==> src/design/xmt_pkg.sv <==
// Package for the XML markup tokenizer: item types, character-class bundle,
// parse phase, token kind and status codes. Depends on nothing.
`timescale 1ns / 1ps
`default_nettype none

package xmt_pkg;

  // Input item: one document byte and its last-byte flag.
  typedef struct packed {
    logic [7:0] in_byte;
    logic       is_last;
  } in_item_t;

  // Result item: token kind, token start flag and status.
  typedef struct packed {
    logic [2:0] token_kind;
    logic       token_start;
    logic [2:0] status;
  } out_item_t;

  // Classified byte, as handed from the front end to the parser.
  typedef struct packed {
    logic ws;
    logic name_start;
    logic name_char;
    logic lt;
    logic gt;
    logic slash;
    logic eq;
    logic quote;
    logic last;
  } char_class_t;

  typedef enum logic [3:0] {
    PH_IDLE        = 4'd0,
    PH_TEXT        = 4'd1,
    PH_AFTER_OPEN  = 4'd2,
    PH_TAGNAME     = 4'd3,
    PH_AFTER_TAG   = 4'd4,
    PH_ATTRNAME    = 4'd5,
    PH_AFTER_ATTR  = 4'd6,
    PH_AFTER_EQ    = 4'd7,
    PH_VALUE_OPEN  = 4'd8,
    PH_VALUE       = 4'd9,
    PH_AFTER_SLASH = 4'd10
  } phase_e;

  typedef enum logic [2:0] {
    K_SKIP  = 3'd0,
    K_OPEN  = 3'd1,
    K_TAG   = 3'd2,
    K_ATTR  = 3'd3,
    K_VALUE = 3'd4,
    K_TEXT  = 3'd5,
    K_SLASH = 3'd6,
    K_CLOSE = 3'd7
  } kind_e;

  typedef enum logic [2:0] {
    ST_OK    = 3'd0,
    ST_END   = 3'd1,
    ST_CHAR  = 3'd2,
    ST_QUOTE = 3'd3,
    ST_EOF   = 3'd4
  } status_e;

  localparam logic [7:0] CHAR_LT    = 8'h3C; // '<'
  localparam logic [7:0] CHAR_GT    = 8'h3E; // '>'
  localparam logic [7:0] CHAR_SLASH = 8'h2F; // '/'
  localparam logic [7:0] CHAR_EQ    = 8'h3D; // '='
  localparam logic [7:0] CHAR_QUOTE = 8'h22; // '"'

  localparam int unsigned QUEUE_DEPTH = 2;

endpackage

`default_nettype wire

==> src/design/xmt_front.sv <==
// Front end of the tokenizer: takes input items and sorts each byte into
// character classes. Depends on xmt_pkg.
`timescale 1ns / 1ps
`default_nettype none

module xmt_front (
  input  wire logic             in_valid_i,
  output logic                  in_ready_o,
  input  wire xmt_pkg::in_item_t in_data_i,
  output logic                  push_o,
  input  wire logic             full_i,
  output xmt_pkg::char_class_t  class_o
);

  logic [7:0] c;
  logic       alpha;

  assign c     = in_data_i.in_byte;
  assign alpha = (c >= 8'h41 && c <= 8'h5A) || (c >= 8'h61 && c <= 8'h7A);

  always_comb begin
    class_o.ws         = (c == 8'h20) || (c >= 8'h09 && c <= 8'h0D);
    class_o.name_start = alpha || (c == 8'h5F) || (c == 8'h3A);
    class_o.name_char  = alpha || (c == 8'h5F) || (c == 8'h3A)
                         || (c >= 8'h30 && c <= 8'h39) || (c == 8'h2D) || (c == 8'h2E);
    class_o.lt         = (c == xmt_pkg::CHAR_LT);
    class_o.gt         = (c == xmt_pkg::CHAR_GT);
    class_o.slash      = (c == xmt_pkg::CHAR_SLASH);
    class_o.eq         = (c == xmt_pkg::CHAR_EQ);
    class_o.quote      = (c == xmt_pkg::CHAR_QUOTE);
    class_o.last       = in_data_i.is_last;
  end

  assign in_ready_o = !full_i;
  assign push_o     = in_valid_i && !full_i;

endmodule

`default_nettype wire

==> src/design/xmt_queue.sv <==
// Short queue of classified bytes between front end and parser.
// Depends on xmt_pkg.
`timescale 1ns / 1ps
`default_nettype none

module xmt_queue (
  input  wire logic                clk_i,
  input  wire logic                rst_ni,
  input  wire logic                push_i,
  input  wire xmt_pkg::char_class_t wdata_i,
  output logic                     full_o,
  input  wire logic                pop_i,
  output logic                     empty_o,
  output xmt_pkg::char_class_t     rdata_o
);

  localparam int unsigned PtrW = $clog2(xmt_pkg::QUEUE_DEPTH);
  localparam int unsigned CntW = $clog2(xmt_pkg::QUEUE_DEPTH + 1);

  xmt_pkg::char_class_t mem_q [xmt_pkg::QUEUE_DEPTH];
  logic [PtrW-1:0] wr_ptr_q, wr_ptr_d;
  logic [PtrW-1:0] rd_ptr_q, rd_ptr_d;
  logic [CntW-1:0] count_q, count_d;

  assign full_o  = (count_q == CntW'(xmt_pkg::QUEUE_DEPTH));
  assign empty_o = (count_q == '0);
  assign rdata_o = mem_q[rd_ptr_q];

  always_comb begin
    wr_ptr_d = wr_ptr_q;
    rd_ptr_d = rd_ptr_q;
    count_d  = count_q;
    if (push_i) begin
      wr_ptr_d = (wr_ptr_q == PtrW'(xmt_pkg::QUEUE_DEPTH - 1)) ? '0 : wr_ptr_q + 1'b1;
    end
    if (pop_i) begin
      rd_ptr_d = (rd_ptr_q == PtrW'(xmt_pkg::QUEUE_DEPTH - 1)) ? '0 : rd_ptr_q + 1'b1;
    end
    if (push_i && !pop_i) begin
      count_d = count_q + 1'b1;
    end else if (pop_i && !push_i) begin
      count_d = count_q - 1'b1;
    end
  end

  always_ff @(posedge clk_i or negedge rst_ni) begin
    if (!rst_ni) begin
      wr_ptr_q <= '0;
      rd_ptr_q <= '0;
      count_q  <= '0;
    end else begin
      wr_ptr_q <= wr_ptr_d;
      rd_ptr_q <= rd_ptr_d;
      count_q  <= count_d;
    end
  end

  always_ff @(posedge clk_i) begin
    if (push_i) begin
      mem_q[wr_ptr_q] <= wdata_i;
    end
  end

endmodule

`default_nettype wire

==> src/design/xmt_back.sv <==
// Back end of the tokenizer: parse phase machine over classified bytes and
// the registered result stage. Depends on xmt_pkg.
`timescale 1ns / 1ps
`default_nettype none

module xmt_back (
  input  wire logic                 clk_i,
  input  wire logic                 rst_ni,
  input  wire logic                 empty_i,
  input  wire xmt_pkg::char_class_t cls_i,
  output logic                      pop_o,
  output logic                      out_valid_o,
  input  wire logic                 out_ready_i,
  output xmt_pkg::out_item_t        out_data_o
);

  xmt_pkg::phase_e    phase_q, phase_d, nx_phase;
  logic               halted_q, halted_d;
  logic               out_valid_q, out_valid_d;
  xmt_pkg::out_item_t out_q, res;
  xmt_pkg::kind_e     kind;
  logic               start;
  xmt_pkg::status_e   err;

  assign pop_o = !empty_i && (!out_valid_q || out_ready_i);

  // Byte decoder: kind, start flag, phase to go to, or an error code.
  always_comb begin
    nx_phase = phase_q;
    kind     = xmt_pkg::K_SKIP;
    start    = 1'b0;
    err      = xmt_pkg::ST_OK;
    unique case (phase_q)
      xmt_pkg::PH_TEXT: begin
        if (cls_i.lt) begin
          kind = xmt_pkg::K_OPEN; start = 1'b1; nx_phase = xmt_pkg::PH_AFTER_OPEN;
        end else begin
          kind = xmt_pkg::K_TEXT;
        end
      end
      xmt_pkg::PH_AFTER_OPEN: begin
        if (cls_i.ws) begin
          kind = xmt_pkg::K_SKIP;
        end else if (cls_i.name_start) begin
          kind = xmt_pkg::K_TAG; start = 1'b1; nx_phase = xmt_pkg::PH_TAGNAME;
        end else if (cls_i.slash) begin
          kind = xmt_pkg::K_SLASH; start = 1'b1; nx_phase = xmt_pkg::PH_AFTER_SLASH;
        end else begin
          err = xmt_pkg::ST_CHAR;
        end
      end
      xmt_pkg::PH_TAGNAME, xmt_pkg::PH_AFTER_TAG: begin
        if (phase_q == xmt_pkg::PH_TAGNAME && cls_i.name_char) begin
          kind = xmt_pkg::K_TAG;
        end else if (cls_i.ws) begin
          kind = xmt_pkg::K_SKIP; nx_phase = xmt_pkg::PH_AFTER_TAG;
        end else if (cls_i.gt) begin
          kind = xmt_pkg::K_CLOSE; start = 1'b1; nx_phase = xmt_pkg::PH_IDLE;
        end else if (cls_i.slash) begin
          kind = xmt_pkg::K_SLASH; start = 1'b1; nx_phase = xmt_pkg::PH_AFTER_SLASH;
        end else if (cls_i.name_start) begin
          kind = xmt_pkg::K_ATTR; start = 1'b1; nx_phase = xmt_pkg::PH_ATTRNAME;
        end else begin
          err = xmt_pkg::ST_CHAR;
        end
      end
      xmt_pkg::PH_ATTRNAME, xmt_pkg::PH_AFTER_ATTR: begin
        if (phase_q == xmt_pkg::PH_ATTRNAME && cls_i.name_char) begin
          kind = xmt_pkg::K_ATTR;
        end else if (cls_i.ws) begin
          kind = xmt_pkg::K_SKIP; nx_phase = xmt_pkg::PH_AFTER_ATTR;
        end else if (cls_i.gt) begin
          kind = xmt_pkg::K_CLOSE; start = 1'b1; nx_phase = xmt_pkg::PH_IDLE;
        end else if (cls_i.eq) begin
          kind = xmt_pkg::K_SKIP; nx_phase = xmt_pkg::PH_AFTER_EQ;
        end else if (cls_i.slash) begin
          kind = xmt_pkg::K_SLASH; start = 1'b1; nx_phase = xmt_pkg::PH_AFTER_SLASH;
        end else if (cls_i.name_start) begin
          kind = xmt_pkg::K_ATTR; start = 1'b1; nx_phase = xmt_pkg::PH_ATTRNAME;
        end else begin
          err = xmt_pkg::ST_CHAR;
        end
      end
      xmt_pkg::PH_AFTER_EQ: begin
        if (cls_i.ws) begin
          kind = xmt_pkg::K_SKIP;
        end else if (cls_i.quote) begin
          kind = xmt_pkg::K_SKIP; nx_phase = xmt_pkg::PH_VALUE_OPEN;
        end else begin
          err = xmt_pkg::ST_QUOTE;
        end
      end
      xmt_pkg::PH_VALUE_OPEN, xmt_pkg::PH_VALUE: begin
        if (cls_i.quote) begin
          kind = xmt_pkg::K_SKIP; nx_phase = xmt_pkg::PH_AFTER_TAG;
        end else begin
          kind     = xmt_pkg::K_VALUE;
          start    = (phase_q == xmt_pkg::PH_VALUE_OPEN);
          nx_phase = xmt_pkg::PH_VALUE;
        end
      end
      xmt_pkg::PH_AFTER_SLASH: begin
        if (cls_i.ws) begin
          kind = xmt_pkg::K_SKIP;
        end else if (cls_i.name_start) begin
          kind = xmt_pkg::K_TAG; start = 1'b1; nx_phase = xmt_pkg::PH_TAGNAME;
        end else if (cls_i.gt) begin
          kind = xmt_pkg::K_CLOSE; start = 1'b1; nx_phase = xmt_pkg::PH_IDLE;
        end else begin
          err = xmt_pkg::ST_CHAR;
        end
      end
      default: begin
        // between elements; unused codes behave the same
        if (cls_i.ws) begin
          kind = xmt_pkg::K_SKIP; nx_phase = xmt_pkg::PH_IDLE;
        end else if (cls_i.lt) begin
          kind = xmt_pkg::K_OPEN; start = 1'b1; nx_phase = xmt_pkg::PH_AFTER_OPEN;
        end else begin
          kind = xmt_pkg::K_TEXT; start = 1'b1; nx_phase = xmt_pkg::PH_TEXT;
        end
      end
    endcase
  end

  // Next state
  always_comb begin
    phase_d  = phase_q;
    halted_d = halted_q;
    if (pop_o && !halted_q) begin
      if (err != xmt_pkg::ST_OK) begin
        halted_d = 1'b1;
      end else if (cls_i.last) begin
        if (nx_phase == xmt_pkg::PH_IDLE) begin
          phase_d = xmt_pkg::PH_IDLE;
        end else begin
          halted_d = 1'b1;
        end
      end else begin
        phase_d = nx_phase;
      end
    end
  end

  // Result of the byte being popped
  always_comb begin
    res.token_kind  = kind;
    res.token_start = start;
    res.status      = xmt_pkg::ST_OK;
    if (halted_q) begin
      res.token_kind  = xmt_pkg::K_SKIP;
      res.token_start = 1'b0;
    end else if (err != xmt_pkg::ST_OK) begin
      res.token_kind  = xmt_pkg::K_SKIP;
      res.token_start = 1'b0;
      res.status      = err;
    end else if (cls_i.last) begin
      res.status = (nx_phase == xmt_pkg::PH_IDLE) ? xmt_pkg::ST_END : xmt_pkg::ST_EOF;
    end
  end

  always_comb begin
    out_valid_d = out_valid_q;
    if (pop_o) begin
      out_valid_d = 1'b1;
    end else if (out_ready_i) begin
      out_valid_d = 1'b0;
    end
  end

  always_ff @(posedge clk_i or negedge rst_ni) begin
    if (!rst_ni) begin
      phase_q     <= xmt_pkg::PH_IDLE;
      halted_q    <= 1'b0;
      out_valid_q <= 1'b0;
    end else begin
      phase_q     <= phase_d;
      halted_q    <= halted_d;
      out_valid_q <= out_valid_d;
    end
  end

  always_ff @(posedge clk_i) begin
    if (pop_o) begin
      out_q <= res;
    end
  end

  assign out_valid_o = out_valid_q;
  assign out_data_o  = out_q;

`ifndef SYNTHESIS
  a_halt_sticky: assert property (@(posedge clk_i) disable iff (!rst_ni)
    halted_q |=> halted_q)
    else $error("halt released without reset");

  a_halted_zero: assert property (@(posedge clk_i) disable iff (!rst_ni)
    (pop_o && halted_q) |=> (out_q.token_kind == xmt_pkg::K_SKIP
      && !out_q.token_start && out_q.status == xmt_pkg::ST_OK))
    else $error("halted byte gave a non-zero result");

  a_error_halts: assert property (@(posedge clk_i) disable iff (!rst_ni)
    (pop_o && !halted_q && (res.status == xmt_pkg::ST_CHAR
      || res.status == xmt_pkg::ST_QUOTE || res.status == xmt_pkg::ST_EOF)) |=> halted_q)
    else $error("error status without halt");

  a_pop_shows: assert property (@(posedge clk_i) disable iff (!rst_ni)
    pop_o |=> out_valid_q)
    else $error("popped byte produced no result");
`endif

endmodule

`default_nettype wire

==> src/design/xml_markup_tokenizer_unit.sv <==
// XML markup tokenizer top level: front end, queue, parser back end.
// Depends on xmt_pkg, xmt_front, xmt_queue and xmt_back.
// Throughput: one byte per cycle while the output is taken, set by the phase machine.
// Path: an accepted byte passes through the queue and then the result register.
// Reset: asynchronous, active low; phase goes to between elements, halt clears,
// queue and result register empty.
`timescale 1ns / 1ps
`default_nettype none

module xml_markup_tokenizer_unit (
  input  wire logic               clk_i,
  input  wire logic               rst_ni,
  input  wire logic               in_valid_i,
  output logic                    in_ready_o,
  input  wire xmt_pkg::in_item_t  in_data_i,
  output logic                    out_valid_o,
  input  wire logic               out_ready_i,
  output xmt_pkg::out_item_t      out_data_o
);

  // Classified byte heading into the queue, and the one at its head.
  xmt_pkg::char_class_t push_cls;
  xmt_pkg::char_class_t head_cls;
  logic                 push;
  logic                 pop;
  logic                 full;
  logic                 empty;

  // Front end: ready whenever the queue has room, so an item is taken even
  // while a finished result still waits at the output.
  xmt_front u_front (
    .in_valid_i (in_valid_i),
    .in_ready_o (in_ready_o),
    .in_data_i  (in_data_i),
    .push_o     (push),
    .full_i     (full),
    .class_o    (push_cls)
  );

  // Two-entry queue: push and pop in the same cycle keep full rate.
  xmt_queue u_queue (
    .clk_i   (clk_i),
    .rst_ni  (rst_ni),
    .push_i  (push),
    .wdata_i (push_cls),
    .full_o  (full),
    .pop_i   (pop),
    .empty_o (empty),
    .rdata_o (head_cls)
  );

  // Parser: one byte per cycle into the result register, popping whenever
  // the register is free or being emptied this cycle.
  xmt_back u_back (
    .clk_i       (clk_i),
    .rst_ni      (rst_ni),
    .empty_i     (empty),
    .cls_i       (head_cls),
    .pop_o       (pop),
    .out_valid_o (out_valid_o),
    .out_ready_i (out_ready_i),
    .out_data_o  (out_data_o)
  );

endmodule

`default_nettype wire
==> config.mk <==
export PLATFORM = sky130hd
export DESIGN_NAME = xml_markup_tokenizer_unit
export DESIGN_NICKNAME = d
export VERILOG_FILES = /design/src/design/xmt_pkg.sv /design/src/design/xmt_front.sv /design/src/design/xmt_queue.sv /design/src/design/xmt_back.sv /design/src/design/xml_markup_tokenizer_unit.sv
export SDC_FILE = /design/constraint.sdc
export NUM_CORES = 1
export LEC_CHECK = 0
export BUFFER_PORTS_ARGS = -buffer_cell sky130_fd_sc_hd__buf_2
export CAP_MARGIN = 20
export CORE_MARGIN = 1.5
export CORE_UTILIZATION = 28
export DETAILED_ROUTE_END_ITERATION = 7
export SLEW_MARGIN = 20
export SYNTH_ARGS = -nofsm -noshare
export SYNTH_HDL_FRONTEND = slang
export SYNTH_HIERARCHICAL = 1
export SYNTH_SLANG_ARGS = --single-unit
==> constraint.sdc <==
create_clock -name clk_i -period 5.6 [get_ports clk_i]
set_input_delay 0.56 -clock clk_i [delete_from_list [all_inputs] [get_ports clk_i]]
set_output_delay 0.56 -clock clk_i [all_outputs]
set_load 0.01 [all_outputs]
==> results by group <==
Yosys
  – Post-synth top area cell: edfxtp_1
  – Flops & latches, synth: 35
  – Cell Area, Synth: approximately 2500 um2
  – YS warnings: 6
  – Mapped Cells: 260
  – EDFF count, synth: 25
  – Main flop type after synthesis: edfxtp_1
  – Seq/Total Area, Yosys: 0.405
  – Area contributors post-synth: edfxtp_1 (30%), dfrtp_1 (10%), mux2_2 (4.6%), nor2_1 (3.3%), xor2_1 (2.8%)
  – Syn_nets: ~270
  – Distinct cell type count after synthesis: between 60 and 70
  – Post-synth ARST share: 0.286
  – Yosys top cell area share: 0.304
  – Syn Area/Cell: roughly 9.5 um2

Clock tree
  – Worst-Skew Late Latency: 0.28 ns
  – Clock sinks: 35
  – CTS tree: yes
  – Total CTS buffers: 5
  – H-tree depth: 2
  – Post-CTS setup buffers: 0
  – CTS root buffer: clkbuf_8
  – CTS resizes: 0
  – Clk slew on worst S/H paths: about 0.07 ns
  – CTS Hold Bufs: 0
  – Clock Path Buffers: 2

Route
  – Vias per cell: approximately 5.6
  – WL final: 5640 um
  – DR iter-0 viols: around 170
  – DRT antenna net count: 0
  – Detailed Routing Iterations Pass 1: 5
  – Via count: 2104
  – # DRC: 0
  – Routed WL per cell: roughly 15 um

STA
  – Slew margin rel.: 0.446
  – Slew @ Worst Pin: between 0.8 and 0.9 ns
  – Pins Over Slew Limit: 0
  – Setup Skew: approximately 0.0067 ns
  – Setup violations, final: 0
  – Setup TNS: 0 ns
  – Final period util: 0.523
  – Hold Fails Final Rpt: 0
  – Final worst slack: roughly 2.7 ns
  – Unrepaired setup endpoints after global routing: false
  – Fmax: around 340 MHz
  – Min cycle time layout: around 2.9 ns

Die
  – Starting Density: 0.286
  – Die Ht: around 97 um
  – Core area: around 8600 um2
  – Die W: approximately 97 um
  – Num rows: 34
  – Die area: approximately 9400 um2
  – # IOs: 22

Global routing
  – First-pass GRT wire length: ~9600 um
  – Vias in the first global route: between 1500 and 2000
  – Initial antenna violation count: 0
  – GRT Total Usage: 0.122
  – Total grt overflow: 0
  – Largest net degree at the start of global routing: 27

Worst setup path
  – Worst R2R End: u_back/out_data_o[2]
  – R2r setup slk: around 2.7 ns
  – Crit path cell chain: mux2_2, inv_1, a311o_1, nand4_1, or4_4, nor4_4, nor2_1
  – CP Capture Type: flip-flop
  – Critical Path AT: ~3.0 ns
  – Worst reg2reg path depth: 7
  – CP required: 5.62 ns
  – Critical-path top delay cell: or4_4
  – Setup CP Type: flip-flop to flip-flop
  – Slowest stage delay, CP: ~0.58 ns
  – CP startpoint: u_queue/rd_ptr_q
  – Startpoint Class: flip-flop
  – FF-to-FF Start: u_queue/rd_ptr_q
  – Critical Path Fanout Max: 16

Placement
  – Port-buffer cells: 21
  – DPL Wire Length: a little over 4000 um
  – Final GP Congestion: around 0.9
  – Setup WS pre-CTS: between 2 and 3 ns
  – DP Cell Count: roughly 370

Layout
  – Final nets: 284
  – Non-Filler Instances: 379
  – Proportion of layout cells with a drive suffix above 1: 0.181
  – P&R area growth vs syn: 9.67%
  – Fillers: 892
  – Commonest non-fill, non-tap cell in the layout: edfxtp_1
  – Final core occ: 0.314
  – Area of the multi-input gates: about 1300 um2
  – Diode count: 0
  – Most frequent cells in the layout: edfxtp_1 (25), nor2_1 (22), buf_2 (21)
  – Register area: 1000 um2

Outcome
  – Status: complete, no violations

Run
  – Max Cap Violations: 0

Pwr
  – Static Leak: 0.000953 uW
  – Peak VDD IR: approximately 0.00018 V
  – Power density cells: approximately 380 nW/um2

Min path
  – Hold/Removal Path Class: primary input to async pin
## synth_stat cells, types with 2 or more instances
master    number
edfxtp_1      25
nor2_1        22
nand2_1       17
a21oi_1       12
o21ai_0       11
dfrtp_1       10
mux2_2        10
nor3_1        10
inv_1          9
buf_2          8
nor2b_1        8
xor2_1         8
nand3_1        7
nand2b_1       6
nor3b_1        6
nor4_1         6
o211ai_1       6
a31oi_1        5
clkbuf_1       4
nand4b_1       4
o21ai_1        4
and3_1         3
buf_4          3
buf_6          3
nand4_1        3
o31a_1         3
a32oi_1        2
and2_1         2
and3b_1        2
and4bb_2       2
nor4b_1        2
o21a_1         2
o32ai_1        2
o41ai_1        2
or2_2          2
## routing by layer
layer  vias up  global-route usage  routed length [um]
met5         -                   0                   0
met4         0              0.0491                 133
met3        12              0.0238                 345
met2       104               0.190                2560
met1       977               0.168                2600
li1       1011                   -                   -
## worst max-delay path, delay by kind of cell, from the launching register on
family | cells | cell delay (ns)
simple gates | 4 | 1.18
flops | 1 | 0.57
mux | 1 | 0.52
buf+inv | 1 | 0.20
compound gates | 1 | 0.19
## power breakdown
group | total (uW) | switching [uW] | internal, uW | leakage (uW)
sequential | 394 | 35.3 | 358 | 0.000334
combinational | 403 | 248 | 154 | 0.000568
clock | 222 | 89.6 | 133 | 0.0000514
total | 1020 | 373 | 645 | 0.000953
## registers in the layout, summed over array words and instances, names as in the netlist
signal and count:
u_back/halted_q 1, u_back/out_data_o 7, u_back/out_valid_o 1, u_back/phase_q 4, u_queue/count_q 2, u_queue/mem_q 18
u_queue/rd_ptr_q 1, u_queue/wr_ptr_q 1
## cells by family after synthesis
kind of cell | Yosys count | synth area share
flip-flops | 35 | 0.405
XOR/XNOR | 9 | 0.0319
multiplexers | 11 | 0.0496
AND/OR/NAND/NOR | 109 | 0.257
buffers and inverters | 28 | 0.0602
AO/OA/AOI/OAI | 67 | 0.191
adder cells (fa/ha/maj) | 1 | 0.00506
## worst max path at each step
| stage | to | slack [ns] | cells after the start |
|---|---|---|---|
| floorplan | u_back/out_data_o[2] | 3.07 | 9 |
| global placement | u_back/out_data_o[2] | 2.74 | 7 |
| detailed placement | u_back/out_data_o[2] | 2.68 | 7 |
| CTS | u_back/out_data_o[2] | 2.67 | 7 |
| global route | u_back/out_data_o[2] | 2.50 | 7 |
| finish | u_back/out_data_o[2] | 2.67 | 7 |
## through the flow
stage	hold slack, ns	cell area [um2]	power (uW)
after floorplan	0.264	2470	710
after global placement	0.438	2600	793
after detailed placement	0.445	2600	798
after CTS	0.139	2710	1020
after global routing	0.142	2710	1090
final	0.132	2710	1020
## final cells by class
| class | instances | share of cell area |
|---|---|---|
| flip-flops and latches | 35 | 0.369 |
| clock inverters | 2 | 0.0139 |
| well taps | 108 | 0.0499 |
| multi-input cells | 197 | 0.488 |
| inverters | 10 | 0.0139 |
| repair buffers | 21 | 0.0388 |
| clock buffers | 6 | 0.0268 |
Note: power is estimated with default switching activity, not from simulation.
